`src/hw/rtl/iis_queue.sv`:
```
`timescale 1ns / 1ps

module iis_queue #(
    parameter int DATA_W = 32,
    parameter int DEPTH  = 4
) (
    input  logic              i_clk,
    input  logic              i_rst_n,
    input  logic              i_push,
    input  logic [DATA_W-1:0] i_data,
    input  logic              i_pop,
    output logic              o_full,
    output logic              o_valid,
    output logic [DATA_W-1:0] o_data
);
    localparam int AW = $clog2(DEPTH);

    logic [DATA_W-1:0] r_mem [DEPTH];
    logic [AW-1:0]     r_wp, r_rp;
    logic [AW:0]       r_cnt;

    always_ff @(posedge i_clk) begin
        if (i_push) begin
            r_mem[r_wp] <= i_data;
        end
    end

    always_ff @(posedge i_clk) begin
        if (!i_rst_n) begin
            r_wp  <= '0;
            r_rp  <= '0;
            r_cnt <= '0;
        end else begin
            if (i_push) begin
                r_wp <= (r_wp == AW'(DEPTH - 1)) ? '0 : r_wp + AW'(1);
            end
            if (i_pop) begin
                r_rp <= (r_rp == AW'(DEPTH - 1)) ? '0 : r_rp + AW'(1);
            end
            r_cnt <= r_cnt + (AW+1)'(i_push) - (AW+1)'(i_pop);
        end
    end

    assign o_full  = (r_cnt == (AW+1)'(DEPTH));
    assign o_valid = (r_cnt != '0);
    assign o_data  = r_mem[r_rp];
endmodule

```
`config.mk`:
```
export PLATFORM = sky130hd
export DESIGN_NAME = iis_queue
export DESIGN_NICKNAME = d
export VERILOG_FILES = /design/src/hw/rtl/iis_queue.sv
export SDC_FILE = /design/constraint.sdc
export NUM_CORES = 1
export LEC_CHECK = 0
export BUFFER_PORTS_ARGS = -buffer_cell sky130_fd_sc_hd__buf_2
export CAP_MARGIN = 20
export CORE_ASPECT_RATIO = 0.8
export CORE_MARGIN = 5
export CORE_UTILIZATION = 51
export CTS_CLUSTER_DIAMETER = 30
export DETAILED_ROUTE_END_ITERATION = 8
export GPL_TIMING_DRIVEN = 0
export PLACE_DENSITY = 0.72
export SYNTH_ARGS = -nofsm -noshare
export SYNTH_HDL_FRONTEND = slang
export SYNTH_SLANG_ARGS = --single-unit
```
`constraint.sdc`:
```
create_clock -name i_clk -period 1.9 [get_ports i_clk]
set_clock_uncertainty 0.05 [all_clocks]
set_input_delay 0.095 -clock i_clk [delete_from_list [all_inputs] [get_ports i_clk]]
set_output_delay 0.095 -clock i_clk [all_outputs]
set_load 0.01 [all_outputs]
```
==> results.cfg <==
[floorplanning]
pin_count = 70
fp.dieW_um = 122.0
coreArea_um2 = 9729
dieArea_um2 = 12150
rows = 32
die_y_um = 99.60
initial_core_util_pct = 52.60

[critical_path]
r2r_start = r_wp[0]$_SDFFE_PN0P_
timing.rr.end = r_mem[2][16]$_DFFE_PP_
cp.required_ns = 1.75
crit_arrival_ns = 1.72
r2r_slack_ns = 0.10
critPathLaunchType = flop
path_class = reg2out
worst_r2r_path_depth = 3
path_max_fanout = 8
critPathCaptureType = primary output

[sta]
max-slew-margin-rel_pct = 38.46
post-route-min-period_ns = 1.864
fmax_ghz = 0.5363
hold_viol = 0
fin_crit_sh_pct = 98.13
finalMaxSlewViolations = 0
tightest_slew_ns = 0.9231
setup-tns-final_ns = 0
rsz0062_at_grt = true
setup_violations = 0

[power]
power.density_nw_per_um2 = 1108
p_leak_nw = 2.389
ir_drop_v = 0.0009035
power_mw = 7.443

[synth]
ys_warn_count = 0
synth_xor_area_share_pct = 0.4645
synth_fa_ha_area_share_pct = 2.103
synth_area_leaders = edfxtp_1 (75%), mux4_2 (13%), dfxtp_1 (3.5%)
synth.most_common_cell = edfxtp_1
synth_area_um2 = 5117
synth_area_per_cell_um2 = 24.25
ys_types = 19
syn_nets = 255
synth_top_area_share_pct = 75.11
synth_top_family_by_area = multiplexers
synth-compound-area-share_pct = 0.1956
synthTopCellsByCount = edfxtp_1 (128), mux4_2 (30), dfxtp_1 (9)
syn_inst = 211
synthArstFlopShare_pct = 0
ys_seq_area_share_pct = 78.63
yosys.area.top_type = edfxtp_1
synth_ff_type = edfxtp_1
synth_edf_count = 128
synth-seq-cells = 137
synth-simple-area-share_pct = 1.785
synthMuxAreaShare_pct = 14.62

[drt]
ant_nets = 0
vias = 2506
top_layer = met4
wirelength_met1_um = 3879
routedWlPerCell_um = 18.51
routed-wl-met3_um = 531
drc = 0
route.met2.wl_um = 4537
dr.pass1.iters = 4
routed_wl_um = 8997
drt-initial-drc-count = 138
via_per_inst = 5.156

[run]
drv_cap = 0

[placed_design]
portBuffers = 69
dp_hpwl_um = 5069
gp_congestion = 0.7176

[cts]
cts-root-buf = clkbuf_16
cts_num_sinks = 137
path_clk_slew_ns = 0.06
cts_inserted_buffers = 17
cts_tree = done
clock_latency_ns = 0.40
cts_max_level = 4
cts_buffer_depth = 2
postCtsSetupBuffers = 0

[layout]
n_antenna_cell = 0
area_growth_pct = 31.22
fin_nets = 381
final_layout_size_suffix_gt1_share_pct = 41.14
fillCellCount = 618

[global_routing]
grtUsageTotal_pct = 15.89
grt_max_degree = 33
grt_pass1_wl_um = 14020
grt_pass1_vias = 2670
overflow = 0
antenna_found_initial = 0

[outcome]
status = complete, no violations

[worst_hold_path]
whs_endpoint = r_mem[3][18]$_DFFE_PP_
hp-start = i_data[18]
min_path_cells = 2
holdCritPathClass = in2reg
==> kinds of logic after synthesis <==
family	count (synthesis)
flip-flops	137
multiplexers	34
AND/OR/NAND/NOR	15
buffers and inverters	14
adder cells (fa/ha/maj)	8
AO/OA/AOI/OAI	2
XOR/XNOR	1
==> cells in the final DEF (no fill, tap or decap) <==
master	netlist	final
and3_1	1	1
edfxtp_1	128	128
bufinv_16	0	3
a21oi_1	2	2
dlygate4sd3_1	0	35
fa_1	1	1
clkinvlp_4	0	3
nand2b_1	2	2
mux2i_1	2	2
nor2_1	3	3
ha_1	7	7
or3b_2	2	2
dfxtp_1	9	8
buf_6	1	9
dfxtp_2	0	1
inv_1	7	7
buf_12	3	4
mux4_2	30	30
or3_1	1	1
clkinv_4	0	2
and2_2	0	4
clkinv_2	0	3
clkinv_1	0	3
clkbuf_1	0	1
clkbuf_16	0	20
and2_1	6	2
mux4_1	2	2
xor3_1	1	1
buf_2	3	63
==> per-stage QoR <==
stage / worst slack (ns) / area (µm²) / hold slack [ns] / utilization, % / std cells
floorplan: 0.1306 / 5117 / 0.1439 / - / 211
detailed placement: 0.08862 / 5638 / 0.2656 / 57.95 / 416
global route: -0.03070 / 6715 / 0.3846 / 69.02 / 486
CTS: 0.008539 / 6574 / 0.3760 / 67.57 / 483
finish: 0.03553 / 6715 / 0.3903 / 69.02 / 486
global placement: -0.4703 / 5633 / 0.2573 / 57.90 / 416
==> sequential cells by signal, summed over array words and instances, names as in the netlist, named ones only <==
register  flops
r_mem       128
r_rp          2
r_wp          2
r_cnt         3
==> metal layers <==
| layer | track usage, % | up-vias |
|---|---|---|
| met5 | 0 | - |
| met4 | 3.876 | 0 |
| met3 | 6.652 | 5 |
| met2 | 25.38 | 63 |
| met1 | 20.48 | 1308 |
| li1 | - | 1130 |
==> worst max-delay path, cell delays in order (launching register included) <==
cell,delay (ns)
dfxtp_2,0.34
buf_12,0.15
clkbuf_16,0.16
mux4_2,0.52
buf_6,0.14
==> final cells by class <==
| cell class | instances | area [µm²] | area share [%] |
|---|---|---|---|
| Clock buffer | 18 | 429.2 | 6.391 |
| Buffer | 7 | 95.09 | 1.416 |
| Timing Repair Buffer | 107 | 827.0 | 12.32 |
| Inverter | 7 | 26.28 | 0.3913 |
| Tap cell | 136 | 170.2 | 2.534 |
| Clock inverter | 14 | 156.4 | 2.329 |
| Multi-Input combinational cell | 60 | 985.9 | 14.68 |
| Sequential cell | 137 | 4025 | 59.94 |
==> how the worst max path moves through the flow <==
stage / start / to / slack, ns / depth (start not counted)
3_3_place_gp: r_wp[0]$_SDFFE_PN0P_ / r_mem[3][25]$_DFFE_PP_ / -0.47 / 2
3_5_place_dp: r_wp[0]$_SDFFE_PN0P_ / r_mem[3][23]$_DFFE_PP_ / 0.09 / 2
5_1_grt: flop / o_data[8] / -0.03 / 4
2_1_floorplan: r_wp[0]$_SDFFE_PN0P_ / r_mem[2][0]$_DFFE_PP_ / 0.13 / 3
4_1_cts: flop / o_data[16] / 0.009 / 4
6_report: flop / o_data[8] / 0.04 / 4
==> power by group <==
part / total, mW / switching [mW] / internal [mW]
logic: 0.745 / 0.335 / 0.410
clock network: 3.21 / 1.16 / 2.04
registers: 3.49 / 0.0429 / 3.45
total: 7.44 / 1.54 / 5.90
==> repair_timing <==
item	4_1_cts	5_1_grt
gates resized for setup	0	12
hold endpoints to repair	136	0
hold buffers	35	0
endpoints found under the setup margin	0	27
Note: power is estimated with default switching activity, not from simulation.
