===== config.mk =====
export PLATFORM = sky130hd
export DESIGN_NAME = iis_front
export DESIGN_NICKNAME = d
export VERILOG_FILES = /design/src/hw/rtl/iis_pkg.sv /design/src/hw/rtl/iis_front.sv
export SDC_FILE = /design/constraint.sdc
export NUM_CORES = 1
export LEC_CHECK = 0
export ABC_AREA = 1
export ABC_CLOCK_PERIOD_IN_PS = 3410
export BUFFER_PORTS_ARGS = -buffer_cell sky130_fd_sc_hd__buf_2
export CORE_MARGIN = 3
export CORE_UTILIZATION = 59
export CTS_BUF_LIST = sky130_fd_sc_hd__clkbuf_16
export DETAILED_ROUTE_END_ITERATION = 7
export PLACE_DENSITY = 0.83
export SKIP_LAST_GASP = 1
export SYNTH_ARGS = -nofsm -noshare
export SYNTH_HDL_FRONTEND = slang
export SYNTH_SLANG_ARGS = --single-unit

===== constraint.sdc =====
create_clock -name i_clk -period 3.41 [get_ports i_clk]
set_input_delay 0.5115 -clock i_clk [delete_from_list [all_inputs] [get_ports i_clk]]
set_output_delay 0.5115 -clock i_clk [all_outputs]
set_load 0.01 [all_outputs]

===== src/hw/rtl/iis_pkg.sv =====
`timescale 1ns / 1ps

package iis_pkg;

    localparam int CFG_BITS = 11;
    localparam int SUM_BITS = 28;
    localparam logic [CFG_BITS-1:0] CFG_SIZE_RESET = 11'd1024;

    typedef enum logic [0:0] {
        CFG_FRAME_WIDTH  = 1'b0,
        CFG_FRAME_HEIGHT = 1'b1
    } t_cfg_idx;

    typedef struct packed {
        logic row_zero;
        logic row_end;
        logic frame_end;
    } t_flags;

endpackage


===== src/hw/rtl/iis_front.sv =====
`timescale 1ns / 1ps

module iis_front #(
    parameter int MAX_WIDTH  = 1024,
    parameter int MAX_HEIGHT = 1024,
    parameter int PIXEL_BITS = 8,
    parameter int CW         = $clog2(MAX_WIDTH),
    parameter int RSW        = CW + PIXEL_BITS
) (
    input  logic                          i_clk,
    input  logic                          i_rst_n,
    input  logic                          i_cfg_we,
    input  iis_pkg::t_cfg_idx             i_cfg_idx,
    input  logic [iis_pkg::CFG_BITS-1:0]  i_cfg_data,
    input  logic                          i_pix_valid,
    input  logic [PIXEL_BITS-1:0]         i_pix,
    input  logic                          i_q_full,
    output logic                          o_pix_ready,
    output logic                          o_push,
    output logic [RSW-1:0]                o_rs,
    output logic [CW-1:0]                 o_col,
    output iis_pkg::t_flags               o_flags
);
    import iis_pkg::*;

    localparam int RW  = $clog2(MAX_HEIGHT);
    localparam int WWB = $clog2(MAX_WIDTH + 1);
    localparam int HWB = $clog2(MAX_HEIGHT + 1);
    localparam int CWW = (WWB > CFG_BITS) ? WWB : CFG_BITS;
    localparam int CHW = (HWB > CFG_BITS) ? HWB : CFG_BITS;

    logic [CFG_BITS-1:0] r_fw, r_fh;
    logic [CW-1:0]       r_col, n_col;
    logic [RW-1:0]       r_row, n_row;
    logic [RSW-1:0]      r_rs, n_rs;
    logic [CWW-1:0]      w_eff;
    logic [CHW-1:0]      h_eff;
    logic                last_col, last_row, push;
    logic [RSW-1:0]      rs_cur;

    always_ff @(posedge i_clk) begin
        if (!i_rst_n) begin
            r_fw <= CFG_SIZE_RESET;
            r_fh <= CFG_SIZE_RESET;
        end else if (i_cfg_we) begin
            case (i_cfg_idx)
                CFG_FRAME_WIDTH:  r_fw <= i_cfg_data;
                CFG_FRAME_HEIGHT: r_fh <= i_cfg_data;
                default: ;
            endcase
        end
    end

    always_comb begin
        if (r_fw == '0) begin
            w_eff = CWW'(1);
        end else if (CWW'(r_fw) > CWW'(MAX_WIDTH)) begin
            w_eff = CWW'(MAX_WIDTH);
        end else begin
            w_eff = CWW'(r_fw);
        end
        if (r_fh == '0) begin
            h_eff = CHW'(1);
        end else if (CHW'(r_fh) > CHW'(MAX_HEIGHT)) begin
            h_eff = CHW'(MAX_HEIGHT);
        end else begin
            h_eff = CHW'(r_fh);
        end
    end

    assign last_col = (CWW'(r_col) + CWW'(1)) >= w_eff;
    assign last_row = (CHW'(r_row) + CHW'(1)) >= h_eff;
    assign rs_cur   = r_rs + RSW'(i_pix);
    assign push     = i_pix_valid && !i_q_full;

    always_comb begin
        n_col = r_col;
        n_row = r_row;
        n_rs  = r_rs;
        if (push) begin
            if (last_col) begin
                n_col = '0;
                n_rs  = '0;
                n_row = last_row ? '0 : r_row + RW'(1);
            end else begin
                n_col = r_col + CW'(1);
                n_rs  = rs_cur;
            end
        end
    end

    always_ff @(posedge i_clk) begin
        if (!i_rst_n) begin
            r_col <= '0;
            r_row <= '0;
            r_rs  <= '0;
        end else begin
            r_col <= n_col;
            r_row <= n_row;
            r_rs  <= n_rs;
        end
    end

    assign o_pix_ready       = !i_q_full;
    assign o_push            = push;
    assign o_rs              = rs_cur;
    assign o_col             = r_col;
    assign o_flags.row_zero  = (r_row == '0);
    assign o_flags.row_end   = last_col;
    assign o_flags.frame_end = last_col && last_row;
endmodule


==> impl_metrics.json <==
{
  "post-place-ws_ns": 0.3079,
  "track_usage_pct": 25.42,
  "clock_sinks": 60,
  "run_status": "finished clean",
  "required_ns": 2.90,
  "diodes": 0,
  "grt_pass1_wl_um": 17680,
  "synth_area_um2": 4289,
  "gr-total-overflow": 0,
  "r2r-start": "o_col[2]",
  "h-tree-depth": 3,
  "drive_above_1_share_pct": 24.40,
  "ys.warnings.count": 0,
  "vias": 4178,
  "critPathMostFrequentCell": "nor2_2",
  "postLayoutCoreUtil_pct": 71.70,
  "clkLatencyLatePin_ns": 0.33,
  "wirelength_um": 10330,
  "synth_top_cell_area_share_pct": 28.00,
  "endpoint_kind": "output port",
  "critical_path.startpoint_type": "register",
  "cts_buffer_depth": 2,
  "worstSetupPathType": "register to output port",
  "synthTopCellsByArea": "dfxtp_1, nand2_1, ha_1, inv_1, a21oi_2",
  "clkTransAtPathRegs_ns": 0.06,
  "dpl-instance-area_um2": 4608,
  "drv_cap": 0,
  "cts-root-buf": "clkbuf_16",
  "async_reset_ff_share_pct": 0,
  "synth-simple-area-share_pct": 34.98,
  "synth_xor_area_share_pct": 3.646,
  "relSlewSlack_pct": 61.55,
  "wl_per_cell_um": 12.83,
  "drc": 0,
  "yosysSeqAreaShare_pct": 28.00,
  "portBuffers": 57,
  "synth_mux_area_share_pct": 0,
  "grt_max_degree": 28,
  "setup_slack_ns": 0.1471,
  "syn_area_per_cell_um2": 6.650,
  "first_pass_iters": 5,
  "synth_top_family_by_area": "simple AND/OR/NAND/NOR gates",
  "synth_edf_count": 0,
  "startpoint": "o_col[2]",
  "fp.dieH_um": 91.26,
  "peakVddDrop_v": 0.0002745,
  "cts_hold_buf": 0,
  "vias_per_cell": 5.190,
  "grt_use_met2_pct": 43.65,
  "period_share_pct": 95.69,
  "cts_buffers": 9,
  "cp_slowest_cell": "dfxtp_1",
  "stdcell_count": 805,
  "synth-adder-area-share_pct": 10.09,
  "grtUsageMet1_pct": 31.28,
  "grtUsageMet3_pct": 5.551,
  "die_w_um": 91.26,
  "synth_top_cell_by_area": "dfxtp_1",
  "coreArea_um2": 6907,
  "place_congestion": 0.9184,
  "fin_crit_ns": 3.263,
  "worstPathArrival_ns": 2.75,
  "grt.busiest_layer": "met2",
  "dp_hpwl_um": 7530,
  "drv_slew": 0,
  "cp_top_family": "simple AND/OR/NAND/NOR gates",
  "synth_nets": 704,
  "io_pins": 58,
  "synthFlopType": "dfxtp_1",
  "dieArea_um2": 8328,
  "grt_pass1_vias": 4093,
  "cp_slowest_stage_delay_ns": 0.39,
  "finalSetupViolations": 0,
  "design_area_um2": 4952,
  "path_cells": "nand3_1 > nor2_1 > nand4_1 > o21ai_0 > nand2_1 > ha_1 > nand2_2 > nor2_2 > nand2_1 > nor2_2 > nor2_2 > nand2_2 > and2_1 > buf_2",
  "critPathMaxFanout": 5,
  "hold_ws_ns": 0.4274,
  "hp-start": "i_cfg_data[4]",
  "nFillCells": 571,
  "dp_cells": 785,
  "report.final.hold_viol_count": 0,
  "synth_cell_types": 37,
  "leakage_nw": 2.370,
  "start_util_pct": 62.10,
  "antenna_found_initial": 0,
  "worst_slew_pin_slew_ns": 0.5746,
  "drtIter0Drc": 223,
  "ys_ff_latch": 60,
  "holdCritPathClass": "input port to register",
  "timing.fmax_ghz": 0.3065,
  "path_buf_inv": 1,
  "finClkSkew_ns": 0.008882,
  "synth_compound_area_share_pct": 13.13,
  "ant_nets": 0,
  "nets": 763,
  "syn_to_final_growth_pct": 15.46,
  "p_per_area_nw_per_um2": 387.3,
  "synthCells": 645,
  "tritoncts": "done",
  "std_cell_rows": 30
}
-- cells in the final DEF, fill, tap and decap left out, types with 25 or more instances in the layout --
cell type    n
inv_1       80
ha_1        33
nor2_1      60
buf_2       57
o21ai_0     25
nand2_1    179
a21oi_2     28
nand2_2     36
dfxtp_1     57
a21oi_1     30
-- worst reg2reg max path, cell delays in order, from the launching register on --
cell and delay, ns:
dfxtp_1 0.39, nand3_1 0.14, nor2_1 0.17, nand4_1 0.18, o21ai_0 0.25, nand2_1 0.13, ha_1 0.32, nand2_2 0.08
nor2_2 0.05, nand2_1 0.06, nor2_2 0.04, nor2_2 0.19, nand3_2 0.16, inv_4 0.35, nand2_1 0.13, a21oi_1 0.13
-- repair_timing --
action,in CTS,in global routing
pin swaps,0,1
buffers inserted,0,4
endpoints found under the hold margin,0,0
endpoints found under the setup margin,1,1
gates resized for setup,1,12
-- final cells by class --
| type | count | area (um^2) | area share [%] |
|---|---|---|---|
| tap | 96 | 120.1 | 2.425 |
| timing repair buffer | 63 | 330.3 | 6.670 |
| clock buffer | 9 | 225.2 | 4.548 |
| inverter | 88 | 334.1 | 6.746 |
| clock inverter | 7 | 51.30 | 1.036 |
| sequential | 60 | 1207 | 24.38 |
| multi-input combinational | 482 | 2684 | 54.19 |
-- logic make-up after synthesis --
group | after synthesis
AND/OR/NAND/NOR | 341
buffers and inverters | 103
AO/OA/AOI/OAI | 90
flip-flops | 60
adder cells (fa/ha/maj) | 34
XOR/XNOR | 17
-- state kept, by name, indices dropped and copies added (netlist names) --
| name | count |
|---|---|
| r_fw | 11 |
| r_fh | 11 |
| o_col | 10 |
| r_row | 10 |
| r_rs | 18 |
-- synth_stat cells (2+ instances only) --
cell type,number
ha_1,33
nand3_1,25
or2_2,3
o21ai_0,25
nor3_1,10
clkbuf_1,10
xnor2_1,3
nand3_2,2
a21oi_2,28
inv_2,3
nand4_1,8
xor2_1,13
and2_1,3
nor4_1,2
o21ai_1,4
dfxtp_1,60
o211ai_1,2
buf_12,2
nor2_1,62
nor2_2,7
nand2_2,35
a21oi_1,30
inv_1,82
nand2_1,180
-- through the flow --
stage	power [W]	setup TNS, ns
final	0.001918	0
after global routing	0.002005	-0.04623
after CTS	0.001914	0
after detailed placement	0.001079	0
after global placement	0.001068	0
after floorplan	0.0009982	0
-- path summary, 6_finish.rpt --
check	end	slack, ns	cells past startpoint
worst max-delay path	o_flags[0]	0.15	14
worst min-delay path	r_fw[4]	0.43	3
worst max register to register	r_rs[10]	0.57	15
worst min register to register	r_rs[3]	0.48	2
-- per-layer routing --
metal,routed length (um),up-vias
met3,599,24
li1,-,2149
met4,222,0
met2,5000,143
met5,0,-
met1,4504,1862
-- power breakdown --
part           leakage (nW)  internal [W]  switching (W)
sequential            0.491      0.000729      0.0000204
combinational          1.75      0.000119       0.000211
clock                 0.134      0.000495       0.000345
total                  2.37       0.00134       0.000576
(Power assumes the default switching activity.)
